==> config.mk <==
export PLATFORM = sky130hd
export DESIGN_NAME = template_select_linearity_interp_flat
export DESIGN_NICKNAME = d
export VERILOG_FILES = /design/src/sv/tsl_pkg.sv /design/src/sv/tsl_in_if.sv /design/src/sv/tsl_out_if.sv /design/src/sv/template_select_linearity_interp.sv /design/src/flat_wrapper.sv
export SDC_FILE = /design/constraint.sdc
export NUM_CORES = 2
export LEC_CHECK = 0
export BUFFER_PORTS_ARGS = -buffer_cell sky130_fd_sc_hd__buf_2
export CAP_MARGIN = 10
export CORE_ASPECT_RATIO = 0.9
export CORE_UTILIZATION = 50
export DETAILED_ROUTE_END_ITERATION = 10
export GPL_TIMING_DRIVEN = 0
export PLACE_DENSITY_LB_ADDON = 0.25
export SLEW_MARGIN = 20
export SYNTH_ARGS = -nofsm -noshare
export SYNTH_HDL_FRONTEND = slang
export SYNTH_SLANG_ARGS = --single-unit
export TNS_END_PERCENT = 20
==> constraint.sdc <==
create_clock -name clk -period 10.5 [get_ports clk]
set_input_delay 1.575 -clock clk [delete_from_list [all_inputs] [get_ports clk]]
set_output_delay 1.575 -clock clk [all_outputs]
set_load 0.005 [all_outputs]
==> src/sv/tsl_pkg.sv <==
// Package for the template select / linearity interpolation block.
// Field widths, command and status codes, and the table entry type.
// No dependencies.
package tsl_pkg;

    localparam int CMD_W    = 2;
    localparam int AREA_W   = 32;
    localparam int LIN_W    = 18;
    localparam int STATUS_W = 2;
    localparam int INDEX_W  = 4;

    localparam int MAX_TEMPLATES_DEF = 16;

    localparam logic [CMD_W-1:0] CMD_CLEAR = 2'd0;
    localparam logic [CMD_W-1:0] CMD_LOAD  = 2'd1;
    localparam logic [CMD_W-1:0] CMD_QUERY = 2'd2;

    localparam logic [STATUS_W-1:0] STATUS_OK    = 2'd0;
    localparam logic [STATUS_W-1:0] STATUS_FULL  = 2'd1;
    localparam logic [STATUS_W-1:0] STATUS_EMPTY = 2'd2;

    typedef struct packed {
        logic [AREA_W-1:0] area;
        logic [LIN_W-1:0]  lin;
    } entry_t;

endpackage

==> src/sv/tsl_in_if.sv <==
// Request channel of the template select block: valid/ready plus command payload.
// Depends on tsl_pkg.
interface tsl_in_if;
    logic                        valid;
    logic                        ready;
    logic [tsl_pkg::CMD_W-1:0]   cmd;
    logic [tsl_pkg::AREA_W-1:0]  entry_area;
    logic [tsl_pkg::LIN_W-1:0]   entry_linearity;
    logic [tsl_pkg::AREA_W-1:0]  query_value;

    modport source (output valid, cmd, entry_area, entry_linearity, query_value,
                    input ready);
    modport sink   (input valid, cmd, entry_area, entry_linearity, query_value,
                    output ready);
endinterface

==> src/sv/tsl_out_if.sv <==
// Result channel of the template select block: valid/ready plus result payload.
// Depends on tsl_pkg.
interface tsl_out_if;
    logic                          valid;
    logic                          ready;
    logic [tsl_pkg::STATUS_W-1:0]  status;
    logic [tsl_pkg::INDEX_W-1:0]   template_index;
    logic [tsl_pkg::LIN_W-1:0]     linearity_out;

    modport source (output valid, status, template_index, linearity_out,
                    input ready);
    modport sink   (input valid, status, template_index, linearity_out,
                    output ready);
endinterface

==> src/sv/template_select_linearity_interp.sv <==
// Template select with linearity interpolation. Holds a table of up to
// MAX_TEMPLATES entries (area, linearity) in one synchronous memory with one
// write and one read port. One item is processed at a time; the result sits in
// an output register so the next item can be taken while it waits. A load
// also rewrites the previous interior entry's midpoint when there is one. A
// query scans the table one entry read at a time (S_QRD, then S_QCMP). It
// returns the entry's linearity at the ends and interpolates otherwise, with
// a multiply step plus an 18-step restoring divider for the ratio.
// Depends on tsl_pkg, tsl_in_if and tsl_out_if.
module template_select_linearity_interp #(
    parameter int MAX_TEMPLATES = tsl_pkg::MAX_TEMPLATES_DEF
) (
    input  logic      clk,
    input  logic      rst_n,
    tsl_in_if.sink    request,
    tsl_out_if.source result
);

    localparam int IDX_W  = (MAX_TEMPLATES > 1) ? $clog2(MAX_TEMPLATES) : 1;
    localparam int CNT_W  = $clog2(MAX_TEMPLATES + 1);
    localparam int AW     = tsl_pkg::AREA_W;
    localparam int LW     = tsl_pkg::LIN_W;
    localparam int PROD_W = AW + LW;
    localparam int STEP_W = $clog2(LW + 1);

    typedef enum logic [3:0] {
        S_IDLE,
        S_DISPATCH,
        S_LMID,
        S_QRD,
        S_QCMP,
        S_MUL,
        S_DIV,
        S_FIN,
        S_OUT
    } state_t;

    state_t state_reg;

    // latched request
    logic [tsl_pkg::CMD_W-1:0] cmd_reg;
    logic [AW-1:0]             area_reg;
    logic [LW-1:0]             lin_reg;
    logic [AW-1:0]             q_reg;

    logic [CNT_W-1:0] count_reg;
    logic [IDX_W-1:0] idx_reg;
    tsl_pkg::entry_t  prev_reg;

    // interpolation datapath
    logic [AW-1:0]     span_reg;
    logic [AW-1:0]     off_reg;
    logic [LW-1:0]     dl_reg;
    logic              neg_reg;
    logic [LW-1:0]     lo_lin_reg;
    logic [AW-1:0]     rem_reg;
    logic [LW-1:0]     low_reg;
    logic [STEP_W-1:0] step_reg;

    // pending result and output register
    logic [tsl_pkg::STATUS_W-1:0] res_status_reg;
    logic [IDX_W-1:0]             res_idx_reg;
    logic [LW-1:0]                res_lin_reg;
    logic                         out_valid_reg;
    logic [tsl_pkg::STATUS_W-1:0] out_status_reg;
    logic [tsl_pkg::INDEX_W-1:0]  out_idx_reg;
    logic [LW-1:0]                out_lin_reg;

    // table memory
    tsl_pkg::entry_t mem [MAX_TEMPLATES];
    tsl_pkg::entry_t rdata_reg;
    logic            we;
    logic [IDX_W-1:0] waddr;
    logic [IDX_W-1:0] raddr;
    tsl_pkg::entry_t wdata;

    logic [CNT_W-1:0] cnt_m1;
    logic [IDX_W-1:0] last;
    logic             full;
    logic [AW:0]      sum_area;
    logic [LW:0]      sum_lin;
    logic [PROD_W-1:0] prod;
    logic [AW:0]      trial;
    logic             qbit;
    logic [IDX_W+tsl_pkg::INDEX_W-1:0] idx_wide;

    assign cnt_m1 = count_reg - CNT_W'(1);
    assign last   = cnt_m1[IDX_W-1:0];
    assign full   = (count_reg >= CNT_W'(MAX_TEMPLATES));

    assign sum_area = {1'b0, rdata_reg.area} + {1'b0, area_reg};
    assign sum_lin  = {1'b0, rdata_reg.lin} + {1'b0, lin_reg};

    assign prod  = PROD_W'(off_reg) * PROD_W'(dl_reg);
    assign trial = {rem_reg, low_reg[LW-1]};
    assign qbit  = (trial >= {1'b0, span_reg});

    always_comb
    begin
        we          = 1'b0;
        waddr       = idx_reg;
        wdata.area  = area_reg;
        wdata.lin   = lin_reg;
        raddr       = idx_reg;
        if (state_reg == S_DISPATCH)
        begin
            raddr = last;
            if (cmd_reg == tsl_pkg::CMD_LOAD && !full)
            begin
                we    = 1'b1;
                waddr = count_reg[IDX_W-1:0];
            end
        end
        else if (state_reg == S_LMID)
        begin
            we         = 1'b1;
            wdata.area = sum_area[AW:1];
            wdata.lin  = sum_lin[LW:1];
        end
    end

    always_ff @(posedge clk)
    begin
        if (we)
        begin
            mem[waddr] <= wdata;
        end
        rdata_reg <= mem[raddr];
    end

    // payload registers, no reset
    always_ff @(posedge clk)
    begin
        if (state_reg == S_IDLE && request.valid)
        begin
            cmd_reg  <= request.cmd;
            area_reg <= request.entry_area;
            lin_reg  <= request.entry_linearity;
            q_reg    <= request.query_value;
        end
    end

    always_ff @(posedge clk or negedge rst_n)
    begin
        if (!rst_n)
        begin
            state_reg      <= S_IDLE;
            count_reg      <= '0;
            idx_reg        <= '0;
            out_valid_reg  <= 1'b0;
            prev_reg       <= '0;
            span_reg       <= '0;
            off_reg        <= '0;
            dl_reg         <= '0;
            neg_reg        <= 1'b0;
            lo_lin_reg     <= '0;
            rem_reg        <= '0;
            low_reg        <= '0;
            step_reg       <= '0;
            res_status_reg <= tsl_pkg::STATUS_OK;
            res_idx_reg    <= '0;
            res_lin_reg    <= '0;
            out_status_reg <= tsl_pkg::STATUS_OK;
            out_idx_reg    <= '0;
            out_lin_reg    <= '0;
        end
        else
        begin
            // S_OUT reloads the output register itself
            if (out_valid_reg && result.ready && state_reg != S_OUT)
            begin
                out_valid_reg <= 1'b0;
            end

            unique case (state_reg)
                S_IDLE:
                begin
                    if (request.valid)
                    begin
                        state_reg <= S_DISPATCH;
                    end
                end

                S_DISPATCH:
                begin
                    res_idx_reg <= '0;
                    res_lin_reg <= '0;
                    unique case (cmd_reg)
                        tsl_pkg::CMD_CLEAR:
                        begin
                            count_reg      <= '0;
                            res_status_reg <= tsl_pkg::STATUS_OK;
                            state_reg      <= S_OUT;
                        end
                        tsl_pkg::CMD_LOAD:
                        begin
                            if (full)
                            begin
                                res_status_reg <= tsl_pkg::STATUS_FULL;
                                state_reg      <= S_OUT;
                            end
                            else
                            begin
                                res_status_reg <= tsl_pkg::STATUS_OK;
                                count_reg      <= count_reg + CNT_W'(1);
                                // previous interior entry gets midpoints
                                if (count_reg >= CNT_W'(2))
                                begin
                                    idx_reg   <= last;
                                    state_reg <= S_LMID;
                                end
                                else
                                begin
                                    state_reg <= S_OUT;
                                end
                            end
                        end
                        tsl_pkg::CMD_QUERY:
                        begin
                            if (count_reg == '0)
                            begin
                                res_status_reg <= tsl_pkg::STATUS_EMPTY;
                                state_reg      <= S_OUT;
                            end
                            else
                            begin
                                res_status_reg <= tsl_pkg::STATUS_OK;
                                idx_reg        <= '0;
                                state_reg      <= S_QRD;
                            end
                        end
                        default:
                        begin
                            res_status_reg <= tsl_pkg::STATUS_OK;
                            state_reg      <= S_OUT;
                        end
                    endcase
                end

                S_LMID:
                begin
                    state_reg <= S_OUT;
                end

                S_QRD:
                begin
                    state_reg <= S_QCMP;
                end

                S_QCMP:
                begin
                    res_idx_reg <= idx_reg;
                    if (idx_reg == last)
                    begin
                        res_lin_reg <= rdata_reg.lin;
                        state_reg   <= S_OUT;
                    end
                    else if (q_reg < rdata_reg.area)
                    begin
                        if (idx_reg == '0)
                        begin
                            res_lin_reg <= rdata_reg.lin;
                            state_reg   <= S_OUT;
                        end
                        else
                        begin
                            span_reg   <= rdata_reg.area - prev_reg.area;
                            off_reg    <= q_reg - prev_reg.area;
                            lo_lin_reg <= prev_reg.lin;
                            if (rdata_reg.lin >= prev_reg.lin)
                            begin
                                neg_reg <= 1'b0;
                                dl_reg  <= rdata_reg.lin - prev_reg.lin;
                            end
                            else
                            begin
                                neg_reg <= 1'b1;
                                dl_reg  <= prev_reg.lin - rdata_reg.lin;
                            end
                            state_reg <= S_MUL;
                        end
                    end
                    else
                    begin
                        prev_reg  <= rdata_reg;
                        idx_reg   <= idx_reg + IDX_W'(1);
                        state_reg <= S_QRD;
                    end
                end

                S_MUL:
                begin
                    // off < span, so the high part is already below the divisor
                    rem_reg   <= prod[PROD_W-1:LW];
                    low_reg   <= prod[LW-1:0];
                    step_reg  <= STEP_W'(LW);
                    state_reg <= S_DIV;
                end

                S_DIV:
                begin
                    if (qbit)
                    begin
                        rem_reg <= AW'(trial - {1'b0, span_reg});
                    end
                    else
                    begin
                        rem_reg <= trial[AW-1:0];
                    end
                    low_reg  <= {low_reg[LW-2:0], qbit};
                    step_reg <= step_reg - STEP_W'(1);
                    if (step_reg == STEP_W'(1))
                    begin
                        state_reg <= S_FIN;
                    end
                end

                S_FIN:
                begin
                    if (neg_reg)
                    begin
                        res_lin_reg <= lo_lin_reg - low_reg;
                    end
                    else
                    begin
                        res_lin_reg <= lo_lin_reg + low_reg;
                    end
                    state_reg <= S_OUT;
                end

                S_OUT:
                begin
                    if (!out_valid_reg || result.ready)
                    begin
                        out_valid_reg  <= 1'b1;
                        out_status_reg <= res_status_reg;
                        out_idx_reg    <= idx_wide[tsl_pkg::INDEX_W-1:0];
                        out_lin_reg    <= res_lin_reg;
                        state_reg      <= S_IDLE;
                    end
                end

                default:
                begin
                    state_reg <= S_IDLE;
                end
            endcase
        end
    end

    assign idx_wide = {{tsl_pkg::INDEX_W{1'b0}}, res_idx_reg};

    assign request.ready         = (state_reg == S_IDLE);
    assign result.valid          = out_valid_reg;
    assign result.status         = out_status_reg;
    assign result.template_index = out_idx_reg;
    assign result.linearity_out  = out_lin_reg;

endmodule

==> src/flat_wrapper.sv <==
// flat-port wrapper written by rule: the top's interface ports become plain ports
module template_select_linearity_interp_flat 
#(
    parameter int MAX_TEMPLATES = tsl_pkg::MAX_TEMPLATES_DEF
)
  (clk, rst_n, request_valid, request_cmd, request_entry_area, request_entry_linearity, request_query_value, request_ready, result_valid, result_status, result_template_index, result_linearity_out, result_ready);
  tsl_in_if request_i ();
  tsl_out_if result_i ();
  input  logic clk;
  input  logic rst_n;
  input wire logic [$bits(request_i.valid)-1:0] request_valid;
  input wire logic [$bits(request_i.cmd)-1:0] request_cmd;
  input wire logic [$bits(request_i.entry_area)-1:0] request_entry_area;
  input wire logic [$bits(request_i.entry_linearity)-1:0] request_entry_linearity;
  input wire logic [$bits(request_i.query_value)-1:0] request_query_value;
  output wire logic [$bits(request_i.ready)-1:0] request_ready;
  output wire logic [$bits(result_i.valid)-1:0] result_valid;
  output wire logic [$bits(result_i.status)-1:0] result_status;
  output wire logic [$bits(result_i.template_index)-1:0] result_template_index;
  output wire logic [$bits(result_i.linearity_out)-1:0] result_linearity_out;
  input wire logic [$bits(result_i.ready)-1:0] result_ready;
  assign request_i.valid = request_valid;
  assign request_i.cmd = request_cmd;
  assign request_i.entry_area = request_entry_area;
  assign request_i.entry_linearity = request_entry_linearity;
  assign request_i.query_value = request_query_value;
  assign request_ready = request_i.ready;
  assign result_valid = result_i.valid;
  assign result_status = result_i.status;
  assign result_template_index = result_i.template_index;
  assign result_linearity_out = result_i.linearity_out;
  assign result_i.ready = result_ready;
  template_select_linearity_interp #(.MAX_TEMPLATES(MAX_TEMPLATES)) u_core (.clk(clk), .rst_n(rst_n), .request(request_i), .result(result_i));
endmodule
* Word-level counts from Yosys, hierarchy flattened
Memories as Yosys holds them, arrays and structs flattened. A register that Yosys moved wholly into a read port is not among the register bits.
Cells that the tools add are included.
** Cells by class
- Equal/unequal tests :: 25
- $lt $le $gt $ge :: 5
- Multipliers :: 1
- Reductions and logical operators :: 23
- Multiplexer cells :: 48
- Bitwise gates (word level) :: 3
- Add/sub/neg operators :: 13
** Operators by type and width (number)
- two-way mux 50 bit :: 2
- subtractor 32 bit :: 3
- two-way mux 18 bit :: 5
- two-way mux 4 bit :: 17
- one-hot mux 32 bit (2 select lines) :: 1
- one-hot mux 18 bit (3 select lines) :: 1
- subtractor 18 bit :: 3
- multiplier 32 x 18 -> 50 bit :: 1
- one-hot mux 18 bit (2 select lines) :: 1
- adder 32 x 32 -> 33 bit :: 1
- greater-or-equal comparator 33 x 32 -> 1 bit :: 1
- less-than comparator 32 bit :: 1
- two-way mux 32 bit :: 1
- one-hot mux 4 bit (2 select lines) :: 4
- one-hot mux 4 bit (8 select lines) :: 1
- one-hot mux 5 bit (2 select lines) :: 2
- adder 18 x 18 -> 19 bit :: 1
- adder 18 bit :: 1
- greater-or-equal comparator 18 bit :: 1
- equality test 4 x 3 -> 1 bit (second input constant) :: 4
- != test 3 bit (second input constant) :: 4
- AND reduction 3 bit :: 4
- two-way mux 1 bit :: 10
- equality test 4 x 2 -> 1 bit (second input constant) :: 2
- other kinds (32) :: 46
** Word-level totals
- Memories kept :: 1
- RAM bits :: 800
- Output and inout bits :: 26
- Word-level logic and storage cells :: 143
- Register bits after elaboration :: 352
** Memories
- u_core.mem :: words 16, bits a word 50, read ports 1, clocked after memory_dff 1, write ports 1, RTL line template_select_linearity_interp.sv:70 : tsl_pkg::entry_t mem [MAX_TEMPLATES];

* Longest topological paths before layout
- Depth in word-level cells :: 7
- Mapped depth :: 27
- Mapped depth without buffers :: 25

* Worst setup path before layout
OpenSTA, ideal clock, no wires.
- Path kind :: reg2reg
- Start point :: reg u_core.off_reg[16]
- End point :: reg u_core.rem_reg[30]
- Required time :: 10.365 ns
- Buffers on the path :: 3
- Clock period less this slack :: 6.627 ns
- Setup slack :: 3.873 ns
- Data arrival time :: 6.491 ns
- Cell stages (with the launch flop) :: 26
- Setup time :: 0.135 ns
- Cell sequence :: dfrtp_1 clkbuf_1 clkbuf_1 nand2_1 fa_1 fa_1 fa_1 inv_1 fa_1 fa_1 inv_1 fa_1 inv_1 ha_1 clkbuf_1 a2111oi_0 o21ai_0 a32oi_1 o21ai_2 a21oi_1 o41ai_2 a21bo_1 a31oi_1 nor3b_1 o41ai_1 nand3_1
** Between the ends
- Longest elaborated chain between the ends :: 2
** RTL lines
- start, declared :: RTL line template_select_linearity_interp.sv:52 : logic [AW-1:0] off_reg;
- start signal, assigned :: RTL line template_select_linearity_interp.sv:268 : off_reg <= q_reg - prev_reg.area;
- multiplier 32 x 18 -> 50 bit :: RTL line template_select_linearity_interp.sv:94 : assign prod = PROD_W'(off_reg) * PROD_W'(dl_reg);
- one-hot mux 32 bit (2 select lines) :: RTL line template_select_linearity_interp.sv:175 : unique case (state_reg)
- end signal, assigned :: RTL line template_select_linearity_interp.sv:294 : rem_reg <= prod[PROD_W-1:LW];
- end signal, assigned :: RTL line template_select_linearity_interp.sv:304 : rem_reg <= AW'(trial - {1'b0, span_reg});
- end signal, assigned :: RTL line template_select_linearity_interp.sv:308 : rem_reg <= trial[AW-1:0];
- end, declared :: RTL line template_select_linearity_interp.sv:56 : logic [AW-1:0] rem_reg;
Every way passes these cells.
A chain may end at the register's enable or synchronous reset.

* Worst setup path in the final report
- Start point :: reg u_core.off_reg[13]
- End point :: reg u_core.rem_reg[30]
The elaborated chain is that of the path after synthesis.

==> impl_metrics.ini <==
[clock_network]
cts_buffer_depth = 3
root_buffer = clkbuf_16
htree_levels = 3
ctsHoldBuffers = 0
cts-resized-gates = 0
cts_setup_buffers = 0
clock-sinks = 1202
numCtsBuffers = 119
clk-insertion-delay-late_ps = 760
clkTransAtPathRegs_ps = 60
cts_tree = built

[setup_path]
r2r_end = u_core.rem_reg[30]
cp.depth = 25
path_buf_inv = 6
slowest_delay_ps = 700
start_kind = flop
crit_family = adder cells
slowest_stage = clkbuf_1
crit_top_cell = fa_1
endpoint_kind = flop
required_ps = 11040
r2r_start = u_core.off_reg[13]
r2r_cells = 25
critPathMaxFanout = 10
path_class = flop to flop
reg2reg_slack_ps = 2040
arrival_ps = 9000

[power_and_ir_drop]
combPwrFrac = 0.568
net-switching-power_mw = 11.6
powerDensity_mw_per_mm2 = 312
max-vdd-ir-drop_mv = 0.263
p_sw_frac = 0.449
p_int_mw = 14.2
leakagePower_nw = 33.8
clkPwrFrac = 0.170
share_seq_of_total_power = 0.262

[synthesis]
synth-edff-count = 884
synth_commonest_cells = edfxtp_1, nand2_1, inv_1
synth_nets = 7136
synthDistinctLibCells = 89
syn_area_per_cell_sq_um = 11.9
yosysWarnings = 0
syn_area_sq_mm = 0.0738
ys_seq_area_frac = 0.464
ys_top_cells_by_area = edfxtp_1, fa_1, dfrtp_1
synth_seq_cells = 1202
synth_top_area_frac = 0.359
postSynthCellCount = 6200
synth_async_sr_flop_share = 0.223
synth_area_leader_cell = edfxtp_1
ys.flop_type = edfxtp_1
yosysMostFrequentCell = edfxtp_1

[global_route]
track_usage = 0.280
grt_pass1_vias = 50400
antenna_found_initial = 3
grt_first_pass_wirelength_microns = 313000
grt_overflow = 0
grt_start_max_net_pins = 85

[sta]
hold_violations = 0
rsz0062_at_grt = false
maxSlewHeadroom = 0.216
tightest_slew_ps = 1170
finClkSkew_ps = 78.8
final_max_slew_viol_count = 0
period_minus_slack_ps = 8460
setup_tns_ps = 0
setup_violations = 0
fin_crit_sh = 0.806
max_freq_mhz = 118

[drt]
dr.pass1.iters = 6
avgRoutedWirePerCell_microns = 24.0
postRouteAntennaNets = 0
vias = 50100
via_per_inst = 5.84
drt-initial-drc-count = 4818
drt_wl_total_microns = 206000
drc = 0

[layout]
largest_reg_flops = 800
syn2layout_area_growth_pct = 11.9
final_area_sq_mm = 0.0826
drive_gt1_frac = 0.106
regArea_sq_mm = 0.0343
multi_input_area_sq_mm = 0.0358
fillers = 12000
final_net_count = 7448

[floorplan]
io_pins = 114
rows = 133
dieArea_sq_mm = 0.149
initial_utilization = 0.505
core_sq_mm = 0.146
die_w_microns = 407
dieHeight_microns = 367

[placement]
postPlaceCellArea_sq_mm = 0.0785
gp_congestion = 0.948
place_hpwl_microns = 156000
port_buffers = 113

[min_path]
min_path_cells = 2
worstHoldStart = u_core.prev_reg[33]
min_path_type = flop to flop
hold_end = u_core.prev_reg[33]

[status]
status = finished, final reports clean

[flow_run]
cap_violations = 0
[layer usage]
metal  up-vias  track usage  wire length (microns)
met1     25300        0.402                  86500
met3       336       0.0444                  17700
met5         -            0                      0
met4         0       0.0942                   6930
li1      22200            -                      -
met2      2191        0.434                  94800
[how the worst max path moves through the flow]
stage / to / start
2_1_floorplan: u_core.rem_reg[30] / u_core.off_reg[16]
3_3_place_gp: u_core.rem_reg[30] / u_core.off_reg[15]
3_5_place_dp: u_core.rem_reg[30] / u_core.off_reg[15]
4_1_cts: u_core.rem_reg[30] / u_core.off_reg[15]
5_1_grt: u_core.rem_reg[30] / u_core.off_reg[15]
6_report: u_core.rem_reg[30] / u_core.off_reg[13]
[per-stage QoR]
step	util	std cells	setup slack, ps	hold WS, ps	power (mW)
final	0.565	8576	2040	479	25.8
after global routing	0.565	8574	1820	495	27.3
after CTS	0.565	8574	2240	483	25.6
after detailed placement	0.537	8348	2260	470	21.1
after global placement	0.525	8270	2330	459	20.8
after floorplan	-	6200	3870	446	16.6
[power by group through the flow]
stage / combinational (mW) / clock, mW / sequential [mW]
finish: 14.6 / 4.39 / 6.74
global route: 15.9 / 4.62 / 6.78
CTS: 14.5 / 4.45 / 6.71
detailed placement: 14.3 / 0 / 6.81
global placement: 14.0 / 0 / 6.84
floorplan: 10.1 / 0 / 6.44
[tightest hold or removal path, delay by kind of cell, from the launching register on]
family	cells	cell delay (ps)
AOI/OAI and AO/OA	1	60
DFF	1	340
and+or+nand+nor	1	50
[cell type report]
class                           instances  share of cell area
Inverter                              727              0.0330
Multi-Input combinational cell       3973               0.433
Tap cell                             1957              0.0296
Buffer                                298              0.0154
Sequential cell                      1202               0.415
Timing Repair Buffer                  191              0.0252
Antenna cell                            2           0.0000606
Clock inverter                         73              0.0104
Clock buffer                          153              0.0386
[layout by cell type, fill, tap and decap left out, types with 141 or more instances in the layout]
master,netlist,layout
edfxtp_1,884,884
nand2_1,735,735
mux4_2,200,200
ha_1,360,360
inv_1,727,727
nor2_1,188,172
dfrtp_1,268,268
and2_1,228,227
fa_1,488,488
buf_2,29,141
a21oi_1,270,268
clkbuf_1,231,257
o21ai_0,276,234
[kinds of logic (layout without fill, tap and decap cells)]
group,count (synthesis),in the layout,synth area share
and+or+nand+nor,1516,1516,0.0962
DFF,1202,1202,0.464
AOI/OAI and AO/OA,1100,1100,0.0926
buffers and inverters,1025,1442,0.0541
adders and majority gates,848,848,0.193
muxes,299,299,0.0751
xor gates and xnor gates,210,210,0.0249
other,0,2,0
Power figures use the tool's default switching activity.
